`src/sv/btd_pkg.sv`:
```
// Types, codes and fixed constants shared by the bumper threshold detector.
package btd_pkg;

    // Fixed field widths of the request and result items.
    localparam int SAMPLE_BITS = 12;
    localparam int CHANNELS    = 7;
    localparam int CH_W        = 3;
    localparam int KIND_W      = 2;
    localparam int DIR_W       = 3;
    localparam int CFG_IDX_W   = 3;
    localparam int CFG_DATA_W  = 12;
    localparam int SKIP_W      = 8;
    localparam int LEVEL_W     = 12;
    localparam int MARGIN_W    = 8;

    // Request kinds.
    typedef enum logic [KIND_W-1:0] {
        KIND_SAMPLE   = 2'd0,
        KIND_EVALUATE = 2'd1,
        KIND_CLEAR    = 2'd2
    } t_kind;

    // Configuration register indexes.
    typedef enum logic [CFG_IDX_W-1:0] {
        CFG_SKIP_COUNT    = 3'd0,
        CFG_FLOOR_LEVEL   = 3'd1,
        CFG_CORNER_CAP    = 3'd2,
        CFG_CORNER_KNEE   = 3'd3,
        CFG_RECALC_MARGIN = 3'd4
    } t_cfg_reg;

    // Register values after reset.
    localparam logic [SKIP_W-1:0]   SKIP_COUNT_RST    = 8'd180;
    localparam logic [LEVEL_W-1:0]  FLOOR_LEVEL_RST   = 12'd400;
    localparam logic [LEVEL_W-1:0]  CORNER_CAP_RST    = 12'd300;
    localparam logic [LEVEL_W-1:0]  CORNER_KNEE_RST   = 12'd330;
    localparam logic [MARGIN_W-1:0] RECALC_MARGIN_RST = 8'd5;

    // Channel numbering.
    localparam logic [CH_W-1:0] CH_LEFT_SIDE    = 3'd0;
    localparam logic [CH_W-1:0] CH_RIGHT_SIDE   = 3'd1;
    localparam logic [CH_W-1:0] CH_LEFT_CORNER  = 3'd2;
    localparam logic [CH_W-1:0] CH_FRONT_LEFT   = 3'd3;
    localparam logic [CH_W-1:0] CH_FRONT_RIGHT  = 3'd4;
    localparam logic [CH_W-1:0] CH_RIGHT_CORNER = 3'd5;
    localparam logic [CH_W-1:0] CH_BACK         = 3'd6;

    // Move directions that force a corner threshold refresh.
    localparam logic [DIR_W-1:0] DIR_LEFT_CORNER_MASK  = 3'b101;
    localparam logic [DIR_W-1:0] DIR_RIGHT_CORNER_MASK = 3'b110;

    // Exact floor division by five of a value below 2^DIV5_IN_W by a reciprocal.
    localparam int DIV5_IN_W  = SAMPLE_BITS + 3;
    localparam int DIV5_OUT_W = DIV5_IN_W - 2;
    localparam int DIV5_SH    = DIV5_IN_W + 3;
    localparam int DIV5_M_W   = DIV5_IN_W + 1;
    localparam int DIV5_P_W   = DIV5_IN_W + DIV5_M_W;
    localparam logic [DIV5_M_W-1:0] DIV5_MAGIC = DIV5_M_W'(((1 << DIV5_SH) + 4) / 5);

    // Request item.
    typedef struct packed {
        logic [KIND_W-1:0]      kind;
        logic [SAMPLE_BITS-1:0] sample;
        logic [DIR_W-1:0]       move_dir;
    } t_in_item;

    // Result item.
    typedef struct packed {
        logic left_pressed;
        logic right_pressed;
        logic reverse_pressed;
        logic armed;
    } t_out_item;

    // Pressed flags kept between evaluations.
    typedef struct packed {
        logic left;
        logic right;
        logic reverse;
    } t_press_flags;

    // Floor of x / 5.
    function automatic logic [DIV5_OUT_W-1:0] div5(input logic [DIV5_IN_W-1:0] x);
        logic [DIV5_P_W-1:0] prod;
        prod = DIV5_P_W'(x) * DIV5_P_W'(DIV5_MAGIC);
        return prod[DIV5_SH +: DIV5_OUT_W];
    endfunction

endpackage

```
`src/sv/bumper_threshold_detector.sv`:
```
// Bumper threshold detector: sample rings in memory, averaging pipeline and evaluation.
//
// Converter samples are decimated and the kept ones are spread round robin over seven
// channel rings held in one synchronous memory of 7 x RING_DEPTH entries. A kept sample
// reads the slot it replaces, writes it back with the channel's updated running sum in
// the next cycle, and the channel's average and candidate thresholds follow through the
// r_s2_sum and r_s3_avg registers. Sample and clear requests are taken every cycle. An
// evaluate request waits while a kept sample's update is still in flight in the s1, s2
// or s3 stage, and waits while the result register is full and stalled. Each evaluate
// gives one result; other requests give none. Thresholds arm on the first evaluate after
// every ring holds RING_DEPTH-1 samples. No clearing pass is needed after reset: a
// per-channel wrap flag marks ring slots that have never been written.
module bumper_threshold_detector #(
    parameter int RING_DEPTH = 16
) (
    input  logic                            i_clk,
    input  logic                            i_rst_n,
    input  logic                            i_in_valid,
    output logic                            o_in_stall,
    input  btd_pkg::t_in_item               i_in,
    output logic                            o_out_valid,
    input  logic                            i_out_stall,
    output btd_pkg::t_out_item              o_out,
    input  logic                            i_cfg_valid,
    output logic                            o_cfg_ready,
    input  logic [btd_pkg::CFG_IDX_W-1:0]   i_cfg_index,
    input  logic [btd_pkg::CFG_DATA_W-1:0]  i_cfg_data
);
    import btd_pkg::*;

    localparam int POS_W     = $clog2(RING_DEPTH);
    localparam int SUM_W     = SAMPLE_BITS + POS_W;
    localparam int ENTRIES   = CHANNELS * RING_DEPTH;
    localparam int ADDR_W    = $clog2(ENTRIES);
    localparam int AVG_SH    = SUM_W + POS_W;
    localparam int AVG_M_W   = SUM_W + 1;
    localparam int AVG_P_W   = SUM_W + AVG_M_W;
    localparam longint unsigned AVG_MAGIC_L =
        ((64'd1 << AVG_SH) + RING_DEPTH - 1) / RING_DEPTH;
    localparam logic [AVG_M_W-1:0] AVG_MAGIC = AVG_M_W'(AVG_MAGIC_L);
    localparam logic [POS_W-1:0]   POS_LAST  = POS_W'(RING_DEPTH - 1);

    // Configuration registers.
    logic [SKIP_W-1:0]   r_skip_count;
    logic [LEVEL_W-1:0]  r_floor_level;
    logic [LEVEL_W-1:0]  r_corner_cap;
    logic [LEVEL_W-1:0]  r_corner_knee;
    logic [MARGIN_W-1:0] r_recalc_margin;

    // Ring bookkeeping and channel state.
    logic [SAMPLE_BITS-1:0] r_ring_mem [ENTRIES];
    logic [SAMPLE_BITS-1:0] r_rd_data;
    logic [POS_W-1:0]       r_pos      [CHANNELS];
    logic [POS_W-1:0]       r_fill     [CHANNELS];
    logic [CHANNELS-1:0]    r_wrapped;
    logic [SUM_W-1:0]       r_sum      [CHANNELS];
    logic [SAMPLE_BITS-1:0] r_avg      [CHANNELS];
    logic [SAMPLE_BITS-1:0] r_side     [CHANNELS];
    logic [SAMPLE_BITS-1:0] r_half     [CHANNELS];
    logic [SAMPLE_BITS-1:0] r_four5    [CHANNELS];
    logic [LEVEL_W-1:0]     r_thr      [CHANNELS];
    logic [SAMPLE_BITS-1:0] r_left_ref;
    logic [SAMPLE_BITS-1:0] r_right_ref;
    logic [CH_W-1:0]        r_active_ch;
    logic [SKIP_W-1:0]      r_skip_cnt;
    t_press_flags           r_flags;

    // Update pipeline: slot read, sum write-back, average, candidate thresholds.
    logic                   r_s1_valid;
    logic [CH_W-1:0]        r_s1_ch;
    logic [ADDR_W-1:0]      r_s1_addr;
    logic [SAMPLE_BITS-1:0] r_s1_sample;
    logic                   r_s1_wrapped;
    logic                   r_s2_valid;
    logic [CH_W-1:0]        r_s2_ch;
    logic [SUM_W-1:0]       r_s2_sum;
    logic                   r_s3_valid;
    logic [CH_W-1:0]        r_s3_ch;
    logic [SAMPLE_BITS-1:0] r_s3_avg;

    // Result register.
    logic      r_out_valid;
    t_out_item r_out;

    logic                   in_accept;
    logic                   is_sample;
    logic                   is_eval;
    logic                   is_clear;
    logic                   keep;
    logic                   pipe_busy;
    logic [ADDR_W-1:0]      rd_addr;
    logic [SAMPLE_BITS-1:0] old_sample;
    logic [SUM_W-1:0]       n_sum;
    logic [AVG_P_W-1:0]     avg_prod;
    logic [SAMPLE_BITS-1:0] n_avg;
    logic [DIV5_IN_W-1:0]   side_num;
    logic [DIV5_IN_W-1:0]   four_num;
    logic [SAMPLE_BITS-1:0] n_side;
    logic [SAMPLE_BITS-1:0] n_four5;

    logic                   all_full;
    logic                   arm;
    logic                   armed_now;
    logic [LEVEL_W-1:0]     thr_base  [CHANNELS];
    logic [LEVEL_W-1:0]     n_thr     [CHANNELS];
    logic [SAMPLE_BITS-1:0] left_base;
    logic [SAMPLE_BITS-1:0] right_base;
    logic [SAMPLE_BITS-1:0] n_left_ref;
    logic [SAMPLE_BITS-1:0] n_right_ref;
    t_press_flags           n_flags;

    // Raise a threshold to the floor level.
    function automatic logic [LEVEL_W-1:0] floored(
        input logic [SAMPLE_BITS-1:0] t,
        input logic [LEVEL_W-1:0]     lvl
    );
        return (LEVEL_W'(t) < lvl) ? lvl : LEVEL_W'(t);
    endfunction

    // Corner threshold from the average and its four-fifths value.
    function automatic logic [LEVEL_W-1:0] corner_th(
        input logic [SAMPLE_BITS-1:0] avg,
        input logic [SAMPLE_BITS-1:0] four5,
        input logic [LEVEL_W-1:0]     knee,
        input logic [LEVEL_W-1:0]     cap
    );
        logic [LEVEL_W-1:0] t;
        if (LEVEL_W'(avg) > knee) begin
            t = cap;
        end else if (LEVEL_W'(four5) > cap) begin
            t = cap;
        end else begin
            t = LEVEL_W'(four5);
        end
        return t;
    endfunction

    // Request decode and handshake.
    assign is_sample   = (i_in.kind == KIND_SAMPLE);
    assign is_eval     = (i_in.kind == KIND_EVALUATE);
    assign is_clear    = (i_in.kind == KIND_CLEAR);
    assign pipe_busy   = r_s1_valid | r_s2_valid | r_s3_valid;
    assign o_in_stall  = is_eval & (pipe_busy | (r_out_valid & i_out_stall));
    assign in_accept   = i_in_valid & ~o_in_stall;
    assign keep        = (r_skip_cnt >= r_skip_count);
    assign o_cfg_ready = 1'b1;
    assign o_out_valid = r_out_valid;
    assign o_out       = r_out;

    // Address of the slot that the next kept sample replaces.
    assign rd_addr = ADDR_W'(int'(r_active_ch) * RING_DEPTH + int'(r_pos[r_active_ch]));

    // Running sum of the channel in the write-back stage.
    assign old_sample = r_s1_wrapped ? r_rd_data : '0;
    assign n_sum = r_sum[r_s1_ch] - SUM_W'(old_sample) + SUM_W'(r_s1_sample);

    // Average by exact reciprocal multiplication.
    assign avg_prod = AVG_P_W'(r_s2_sum) * AVG_P_W'(AVG_MAGIC);
    assign n_avg    = avg_prod[AVG_SH +: SAMPLE_BITS];

    // Candidate thresholds: floor(17*avg/20) and floor(4*avg/5).
    assign side_num = DIV5_IN_W'((SAMPLE_BITS + 5)'(r_s3_avg) * (SAMPLE_BITS + 5)'(17) >> 2);
    assign four_num = DIV5_IN_W'({r_s3_avg, 2'b00});
    assign n_side   = SAMPLE_BITS'(div5(side_num));
    assign n_four5  = SAMPLE_BITS'(div5(four_num));

    // Evaluation: arming, flag computation and corner refresh.
    always_comb begin
        all_full = 1'b1;
        for (int c = 0; c < CHANNELS; c++) begin
            if (r_fill[c] != POS_LAST) all_full = 1'b0;
        end
        arm = (r_thr[CH_LEFT_SIDE] == '0) && all_full;

        for (int c = 0; c < CHANNELS; c++) begin
            thr_base[c] = r_thr[c];
        end
        left_base  = r_left_ref;
        right_base = r_right_ref;
        if (arm) begin
            thr_base[CH_LEFT_SIDE]    = floored(r_side[CH_LEFT_SIDE], r_floor_level);
            thr_base[CH_RIGHT_SIDE]   = floored(r_side[CH_RIGHT_SIDE], r_floor_level);
            thr_base[CH_LEFT_CORNER]  = corner_th(r_avg[CH_LEFT_CORNER],
                                                  r_four5[CH_LEFT_CORNER],
                                                  r_corner_knee, r_corner_cap);
            thr_base[CH_FRONT_LEFT]   = floored(r_half[CH_FRONT_LEFT], r_floor_level);
            thr_base[CH_FRONT_RIGHT]  = floored(r_half[CH_FRONT_RIGHT], r_floor_level);
            thr_base[CH_RIGHT_CORNER] = corner_th(r_avg[CH_RIGHT_CORNER],
                                                  r_four5[CH_RIGHT_CORNER],
                                                  r_corner_knee, r_corner_cap);
            thr_base[CH_BACK]         = floored(r_side[CH_BACK], r_floor_level);
            left_base  = r_avg[CH_LEFT_CORNER];
            right_base = r_avg[CH_RIGHT_CORNER];
        end
        armed_now = (thr_base[CH_LEFT_SIDE] != '0);

        for (int c = 0; c < CHANNELS; c++) begin
            n_thr[c] = thr_base[c];
        end
        n_left_ref  = left_base;
        n_right_ref = right_base;
        n_flags     = r_flags;
        if (armed_now) begin
            n_flags.left  = (LEVEL_W'(r_avg[CH_LEFT_SIDE]) < thr_base[CH_LEFT_SIDE]);
            n_flags.right = (LEVEL_W'(r_avg[CH_RIGHT_SIDE]) < thr_base[CH_RIGHT_SIDE]);
            n_flags.reverse = 1'b0;
            if (LEVEL_W'(r_avg[CH_BACK]) < thr_base[CH_BACK]) begin
                n_flags = '{left: 1'b1, right: 1'b1, reverse: 1'b1};
            end
            // A refresh on the move direction makes the rise test false afterwards.
            if (((i_in.move_dir & DIR_LEFT_CORNER_MASK) != '0) ||
                ((SAMPLE_BITS + 1)'(left_base) + (SAMPLE_BITS + 1)'(r_recalc_margin) <
                 (SAMPLE_BITS + 1)'(r_avg[CH_LEFT_CORNER]))) begin
                n_thr[CH_LEFT_CORNER] = corner_th(r_avg[CH_LEFT_CORNER],
                                                  r_four5[CH_LEFT_CORNER],
                                                  r_corner_knee, r_corner_cap);
                n_left_ref = r_avg[CH_LEFT_CORNER];
            end
            if (((i_in.move_dir & DIR_RIGHT_CORNER_MASK) != '0) ||
                ((SAMPLE_BITS + 1)'(right_base) + (SAMPLE_BITS + 1)'(r_recalc_margin) <
                 (SAMPLE_BITS + 1)'(r_avg[CH_RIGHT_CORNER]))) begin
                n_thr[CH_RIGHT_CORNER] = corner_th(r_avg[CH_RIGHT_CORNER],
                                                   r_four5[CH_RIGHT_CORNER],
                                                   r_corner_knee, r_corner_cap);
                n_right_ref = r_avg[CH_RIGHT_CORNER];
            end
        end
    end

    // Ring memory: slot read on a kept sample, write-back in the next cycle.
    always_ff @(posedge i_clk) begin
        if (r_s1_valid) begin
            r_ring_mem[r_s1_addr] <= r_s1_sample;
        end
        if (in_accept && is_sample && keep) begin
            r_rd_data <= r_ring_mem[rd_addr];
        end
    end

    // Pipeline payload.
    always_ff @(posedge i_clk) begin
        if (in_accept && is_sample && keep) begin
            r_s1_ch      <= r_active_ch;
            r_s1_addr    <= rd_addr;
            r_s1_sample  <= i_in.sample;
            r_s1_wrapped <= r_wrapped[r_active_ch];
        end
        if (r_s1_valid) begin
            r_s2_ch  <= r_s1_ch;
            r_s2_sum <= n_sum;
        end
        if (r_s2_valid) begin
            r_s3_ch  <= r_s2_ch;
            r_s3_avg <= n_avg;
        end
        if (in_accept && is_eval) begin
            r_out <= '{left_pressed:    n_flags.left,
                       right_pressed:   n_flags.right,
                       reverse_pressed: n_flags.reverse,
                       armed:           armed_now};
        end
    end

    // Control and channel state.
    always_ff @(posedge i_clk) begin
        if (!i_rst_n) begin
            r_skip_count    <= SKIP_COUNT_RST;
            r_floor_level   <= FLOOR_LEVEL_RST;
            r_corner_cap    <= CORNER_CAP_RST;
            r_corner_knee   <= CORNER_KNEE_RST;
            r_recalc_margin <= RECALC_MARGIN_RST;
            for (int c = 0; c < CHANNELS; c++) begin
                r_pos[c]   <= '0;
                r_fill[c]  <= '0;
                r_sum[c]   <= '0;
                r_avg[c]   <= '0;
                r_side[c]  <= '0;
                r_half[c]  <= '0;
                r_four5[c] <= '0;
                r_thr[c]   <= '0;
            end
            r_wrapped   <= '0;
            r_left_ref  <= '0;
            r_right_ref <= '0;
            r_active_ch <= '0;
            r_skip_cnt  <= '0;
            r_flags     <= '0;
            r_s1_valid  <= 1'b0;
            r_s2_valid  <= 1'b0;
            r_s3_valid  <= 1'b0;
            r_out_valid <= 1'b0;
        end else begin
            // Configuration writes.
            if (i_cfg_valid) begin
                unique case (i_cfg_index)
                    CFG_SKIP_COUNT:    r_skip_count    <= i_cfg_data[SKIP_W-1:0];
                    CFG_FLOOR_LEVEL:   r_floor_level   <= i_cfg_data[LEVEL_W-1:0];
                    CFG_CORNER_CAP:    r_corner_cap    <= i_cfg_data[LEVEL_W-1:0];
                    CFG_CORNER_KNEE:   r_corner_knee   <= i_cfg_data[LEVEL_W-1:0];
                    CFG_RECALC_MARGIN: r_recalc_margin <= i_cfg_data[MARGIN_W-1:0];
                    default: ;
                endcase
            end

            // Decimator and ring pointers.
            r_s1_valid <= in_accept && is_sample && keep;
            if (in_accept && is_sample) begin
                if (keep) begin
                    r_skip_cnt <= '0;
                    if (r_pos[r_active_ch] == POS_LAST) begin
                        r_pos[r_active_ch]     <= '0;
                        r_wrapped[r_active_ch] <= 1'b1;
                    end else begin
                        r_pos[r_active_ch] <= r_pos[r_active_ch] + 1'b1;
                    end
                    if (r_fill[r_active_ch] != POS_LAST) begin
                        r_fill[r_active_ch] <= r_fill[r_active_ch] + 1'b1;
                    end
                    r_active_ch <= (r_active_ch == CH_BACK) ? '0 : r_active_ch + 1'b1;
                end else begin
                    r_skip_cnt <= r_skip_cnt + 1'b1;
                end
            end

            // Sum write-back, average and candidate thresholds.
            r_s2_valid <= r_s1_valid;
            if (r_s1_valid) begin
                r_sum[r_s1_ch] <= n_sum;
            end
            r_s3_valid <= r_s2_valid;
            if (r_s3_valid) begin
                r_avg[r_s3_ch]   <= r_s3_avg;
                r_side[r_s3_ch]  <= n_side;
                r_half[r_s3_ch]  <= r_s3_avg >> 1;
                r_four5[r_s3_ch] <= n_four5;
            end

            // Evaluate and clear requests.
            if (in_accept && is_eval) begin
                for (int c = 0; c < CHANNELS; c++) begin
                    r_thr[c] <= n_thr[c];
                end
                r_left_ref  <= n_left_ref;
                r_right_ref <= n_right_ref;
                r_flags     <= n_flags;
            end else if (in_accept && is_clear) begin
                for (int c = 0; c < CHANNELS; c++) begin
                    r_thr[c] <= '0;
                end
            end

            // Result register.
            if (in_accept && is_eval) begin
                r_out_valid <= 1'b1;
            end else if (!i_out_stall) begin
                r_out_valid <= 1'b0;
            end
        end
    end

endmodule

```
`config.mk`:
```
export PLATFORM = sky130hd
export DESIGN_NAME = bumper_threshold_detector
export DESIGN_NICKNAME = d
export VERILOG_FILES = /design/src/sv/btd_pkg.sv /design/src/sv/bumper_threshold_detector.sv
export SDC_FILE = /design/constraint.sdc
export NUM_CORES = 2
export LEC_CHECK = 0
export ABC_AREA = 1
export BUFFER_PORTS_ARGS = -buffer_cell sky130_fd_sc_hd__buf_2
export CAP_MARGIN = 20
export CORE_MARGIN = 2
export CORE_UTILIZATION = 60
export CTS_BUF_LIST = sky130_fd_sc_hd__clkbuf_8 sky130_fd_sc_hd__clkbuf_16
export DETAILED_ROUTE_END_ITERATION = 16
export GPL_TIMING_DRIVEN = 0
export PLACE_DENSITY_LB_ADDON = 0.08
export SLEW_MARGIN = 10
export SYNTH_ARGS = -nofsm -noshare
export SYNTH_HDL_FRONTEND = slang
export SYNTH_SLANG_ARGS = --single-unit
```
`constraint.sdc`:
```
create_clock -name i_clk -period 11.1 [get_ports i_clk]
set_input_delay 1.11 -clock i_clk [delete_from_list [all_inputs] [get_ports i_clk]]
set_output_delay 1.11 -clock i_clk [all_outputs]
set_load 0.01 [all_outputs]
```
After elaboration in Yosys (flattened, before gate mapping)
Memory sizes are Yosys's and may differ from the RTL's. A register that Yosys moved wholly into a read port is not among the register bits.
Index checks and enable logic that the tools add are counted.
{"block": "word_totals", "memories": 9, "reg_bits": 162, "in_bits": 37, "ramBits": 1925, "wordCells": 246}
{"block": "classes", "n_reduce_logical": 29, "mux": 109, "order_cmp": 17, "n_bitwise": 23, "addsub": 9, "multipliers": 3, "eq_ne": 18}
{"memory": "r_ring_mem", "words": 112, "width": 12, "rd": 1, "rd_clocked_by_memory_dff": 1, "write_ports": 1, "line": "bumper_threshold_detector.sv:51", "text": "logic [SAMPLE_BITS-1:0] r_ring_mem [ENTRIES];"}
{"memory": "r_sum", "words": 7, "width": 16, "rd": 1, "rd_clocked_by_memory_dff": 1, "write_ports": 7, "line": "bumper_threshold_detector.sv:56", "text": "logic [SUM_W-1:0] r_sum [CHANNELS];"}
{"memory": "r_avg", "words": 7, "width": 12, "rd": 5, "rd_clocked_by_memory_dff": 0, "write_ports": 7, "line": "bumper_threshold_detector.sv:57", "text": "logic [SAMPLE_BITS-1:0] r_avg [CHANNELS];"}
{"memory": "r_four5", "words": 7, "width": 12, "rd": 2, "rd_clocked_by_memory_dff": 0, "write_ports": 7, "line": "bumper_threshold_detector.sv:60", "text": "logic [SAMPLE_BITS-1:0] r_four5 [CHANNELS];"}
{"memory": "r_side", "words": 7, "width": 12, "rd": 3, "rd_clocked_by_memory_dff": 0, "write_ports": 7, "line": "bumper_threshold_detector.sv:58", "text": "logic [SAMPLE_BITS-1:0] r_side [CHANNELS];"}
{"memory": "r_thr", "words": 7, "width": 12, "rd": 5, "rd_clocked_by_memory_dff": 0, "write_ports": 7, "line": "bumper_threshold_detector.sv:61", "text": "logic [LEVEL_W-1:0] r_thr [CHANNELS];"}
{"memory": "+3 memories"}
{"cell": "$mux W12", "count": 37}
{"cell": "$lt A12 B12 Y1", "count": 8}
{"cell": "$mux W84", "count": 1}
{"cell": "$gt A12 B12 Y1", "count": 4}
{"cell": "$mux W1", "count": 48}
{"cell": "$mux W3", "count": 15}
{"cell": "$reduce_or A12 Y1", "count": 3}
{"cell": "$ne A4 B4 Y1 const B", "count": 8}
{"cell": "$mul A15 B16 Y30 const B", "count": 1}
{"cell": "$mul A12 B16 Y28 const B", "count": 1}
{"cell": "$add A12 B8 Y13", "count": 2}
{"cell": "$lt A13 B12 Y1", "count": 2}
{"cell": "$or A1 B1 Y1", "count": 18}
{"cell": "$mul A12 B5 Y17 const B", "count": 1}
{"cell": "$add A16 B12 Y16", "count": 1}
{"cell": "$mux W16", "count": 1}
{"cell": "$reduce_or A16 Y1", "count": 1}
{"cell": "$sub A16 B12 Y16", "count": 1}
{"cell": "$reduce_and A2 Y1", "count": 7}
{"cell": "$logic_not A12 Y1", "count": 1}
{"cell": "$mux W4", "count": 3}
{"cell": "$reduce_bool A12 Y1", "count": 1}
{"cell": "$mux W11", "count": 1}
{"cell": "$reduce_or A11 Y1", "count": 1}
{"cell": "other kinds (28)", "count": 41}

Logic depth before layout (Yosys ltp)
An unclocked memory read counts as a cell.
{"block": "logic_depth", "ltp_word": 18, "ltp_mapped": 36, "ltp_nobuf": 36}

Worst setup path after synthesis
Ideal clock, no wire load.
{"block": "synth_timing", "path_type": "register -> register", "start": "reg r_s3_avg[5]", "end": "mem r_side[0][10] (data pin)", "arrival_ns": 6.700, "setup_slack_ns": 4.134, "path_stages_with_launch": 31, "path_buffers": 0, "path_cell_list": "edfxtp_1 ha_1 ha_1 inv_1 fa_1 o21ai_1 a21oi_1 o21ai_2 a31oi_1 nor2_1 xor2_2 nand2_1 inv_1 nor2_1 fa_1 inv_1 fa_1 fa_1 inv_1 fa_1 inv_1 fa_1 inv_1 ha_1 a21oi_1 o21ai_0 o21bai_1 a221oi_1 nand2_1 o21ai_0 nor2_1"}
{"element": "from (decl)", "line": "bumper_threshold_detector.sv:79", "text": "logic [SAMPLE_BITS-1:0] r_s3_avg;"}
{"element": "from (signal assigned)", "line": "bumper_threshold_detector.sv:254", "text": "r_s3_avg <= n_avg;"}
{"element": "to (decl)", "line": "bumper_threshold_detector.sv:58"}

==> run summary <==
status: finished clean
share of flip-flops with an asynchronous set or reset: 0%
EDFF count, synth: 1,638
core footprint: 131,000 um^2
max-slew violation count: 0
Seq/Total Area, Yosys: 65.5%
starting density of the core: 60.3%
Worst-Skew Late Latency: 0.84 ns
Total GRT Usage: 39.7%
clk buf depth: 3
uppermost layer routed: met5
Die X: 367 um
Power Dens Cells: 152 nW/um^2
total vias in the final route: 58,600
Yosys top cell area share: 62.3%
ys flop type: edfxtp_1
Layout Nets: 7,780
drt total wl: 269 mm
final period utilization: 73.8%
Fin. Hold Viols: 0
Syn Area/Cell: 11.1 um^2
Min-Delay Path Depth: 0
reg-to-reg setup timing slack: 2.91 ns
fillers: 9,603
worst hold path type: register to register
worst hold start: r_s2_ch[1]
iteration-0 DRC count of the detailed router: 9,563
PortBufs: 38
Seq cells post-synth: 1,761
area delta synth->final: 13.2%
1st-pass router iterations: 7
initial antenna violation count: 18
post-CTS setup buffers: 0
Area contributors post-synth: edfxtp_1 62%, nand2_1 5.7%, o21ai_0 3.6%
Critical Path RT: 11.64 ns
CP max stage cell: o21ai_0
VDD IR max: 0.000153 V
hold_buf cts: 0
Hold Path End: r_s3_ch[1]
worst setup slack after placement: 3.00 ns
FMAX: 122 MHz
vias per inst: 6.26
Antenna Nets Post-Route: 0
die height: 367 um
# H-tree levels: 4
first-pass GRT wire length: 380 mm
clk slew on worst S/H paths: 0.06 ns
Tmin final: 8.19 ns
vias in the first global route: 55,500
Reg-to-Reg Start: r_s3_avg[2]
DP Wirelength: 192 mm
Final Setup Violations: 0
metal2 WL: 119 mm
setup TNS: 0 ns
cell with the most instances after synthesis: edfxtp_1
critical-path maximum fanout: 5
floorplan row count: 133
GPL Wtd Cong: 1.04
largest net degree at the start of global routing: 33
GRT Residual Overflow: 0
setup ws final: 2.91 ns
Post-CTS Resized: 0
Post-synth top cells: 1,638 x edfxtp_1, 1,201 x nand2_1, 730 x nor2_1, 684 x inv_1, 564 x o21ai_0
r2r endpoint: r_side[0][5]
Crit Path Class: register to register
crit end category: register
Crit path max-delay family: adder cells
Synth cell types: 56
Synthesized Nets: 7,407
worst-case reg-to-reg path depth: 32
Final Util: 68.2%
critical path's most frequent cell: inv_1
Rel. slew slack: 7.34%
Synth Cell Area: 78,900 um^2
crit path launch type: register
Num CTS Buffers: 176
fraction of layout cells with a size suffix above 1: 10.3%
total power: 13,600 uW
crit-path max cell delay: 0.61 ns
CP Data Arrival Time: 8.73 ns
worst clock skew: 0.0258 ns
DRC: 0
mean routed wirelength per cell: 28.8 um
RSZ-0062 raised after global routing: false
CTS tree: built
Synthesis Warnings: 0
Pleak: 0.0341 uW
WL met3: 37.1 mm
met1 wire length: 92.4 mm
# IOs: 44
max-cap viol count: 0
cells after synthesis: 7,084
clk sink count: 1,761
crit path buf inv count: 8
area leader, netlist: edfxtp_1
root buffer cell: clkbuf_16
worst-margin pin slew: 1.39 ns
DIE AREA: 134,000 um^2
## flip-flops by register name (all words and copies together) (netlist names), 3 cells and up, named ones only
| register | cells |
|---|---|
| o_out | 4 |
| r_fill | 32 |
| r_side | 36 |
| r_flags | 3 |
| r_active_ch | 3 |
| r_pos | 32 |
| r_sum | 128 |
| r_avg | 36 |
| r_s1_sample | 12 |
| r_s1_ch | 3 |
| r_s2_ch | 3 |
| r_s2_sum | 12 |
| r_s3_ch | 3 |
| r_skip_count | 8 |
| r_s1_addr | 4 |
| r_thr | 36 |
| r_wrapped | 7 |
| r_ring_mem | 1344 |
| r_floor_level | 12 |
| r_s3_avg | 12 |
| r_skip_cnt | 8 |
| r_rd_data | 12 |
## power breakdown
group | internal [uW] | total (uW) | leakage (uW) | switching, uW
combinational | 135 | 568 | 0.0153 | 433
sequential | 7190 | 7200 | 0.0160 | 11.9
clock | 3240 | 5820 | 0.00290 | 2580
total | 10600 | 13600 | 0.0341 | 3020
## worst max-delay path by stage
stage                startpoint            end  slack, ns  cells past startpoint
finish              r_s3_avg[2]   r_side[0][5]       2.91                     32
global route        r_s3_avg[2]  r_side[1][10]       2.49                     29
CTS                 r_s3_avg[2]  r_side[1][10]       2.98                     29
detailed placement  r_s3_avg[2]  r_side[1][10]       3.00                     29
global placement    r_s3_avg[2]  r_side[0][10]       3.09                     29
floorplan           r_s3_avg[5]  r_side[0][10]       4.13                     30
## routing by layer
metal,vias up,global-route usage [%]
met5,-,0.748
met4,26,24.8
met3,1048,13.6
met2,4261,60.3
met1,27700,49.0
li1,25500,-
## through the flow
step / hold WS [ns] / instance area [um^2] / std cells
finish: 0.417 / 89400 / 9360
global placement: 0.401 / 81300 / 8877
detailed placement: 0.405 / 83600 / 9016
floorplan: 0.400 / 78900 / 7084
CTS: 0.406 / 89200 / 9337
global route: 0.412 / 89400 / 9355
## area by class of cell
| cell class | count | area, um^2 | share of cell area, % |
|---|---|---|---|
| Timing Repair Buffer | 195 | 2500 | 2.80 |
| Sequential cell | 1761 | 51600 | 57.8 |
| Buffer | 372 | 1780 | 2.00 |
| Clock inverter | 139 | 1030 | 1.16 |
| Tap cell | 1755 | 2200 | 2.46 |
| Multi-Input combinational cell | 4250 | 23100 | 25.8 |
| Clock buffer | 182 | 4510 | 5.05 |
| Inverter | 701 | 2630 | 2.94 |
| Antenna cell | 5 | 12.5 | 0.0140 |
## cells in the final DEF (no fill, tap or decap), types with 32 or more instances in the layout
| cell type | count |
|---|---|
| ha_1 | 215 |
| o21ai_0 | 563 |
| edfxtp_1 | 1638 |
| inv_1 | 725 |
| dfxtp_1 | 123 |
| clkbuf_1 | 150 |
| buf_8 | 63 |
| nand3_1 | 506 |
| buf_4 | 71 |
| clkinv_2 | 35 |
| o211ai_1 | 325 |
| nand2_1 | 1201 |
| or2_2 | 32 |
| fa_1 | 71 |
| buf_2 | 212 |
| nor2_1 | 665 |
| o21ai_1 | 83 |
| nor2_2 | 68 |
| a21oi_1 | 326 |
| clkbuf_16 | 178 |
| clkinv_1 | 39 |
## worst reg2reg max path, delay by kind of cell (launching register included)
family | cells | cell delay [ns]
buffers and inverters | 8 | 0.59
AOI/OAI and AO/OA | 8 | 1.79
and+or+nand+nor | 7 | 0.85
DFF | 1 | 0.55
adders and majority gates | 8 | 3.76
xor gates and xnor gates | 1 | 0.32
## cell families (layout without fill, tap and decap cells)
logic type / after synthesis / count (layout) / share of synthesized area [%]
AO/OA/AOI/OAI: 1380 / 1380 / 10.1
XOR/XNOR: 36 / 36 / 0.409
adder cells (fa/ha/maj): 286 / 286 / 5.21
buffers and inverters: 1073 / 1589 / 5.60
flip-flops: 1761 / 1761 / 65.5
other: 1 / 6 / 0.00475
AND/OR/NAND/NOR: 2547 / 2547 / 13.3
Power figures use the tool's default switching activity.
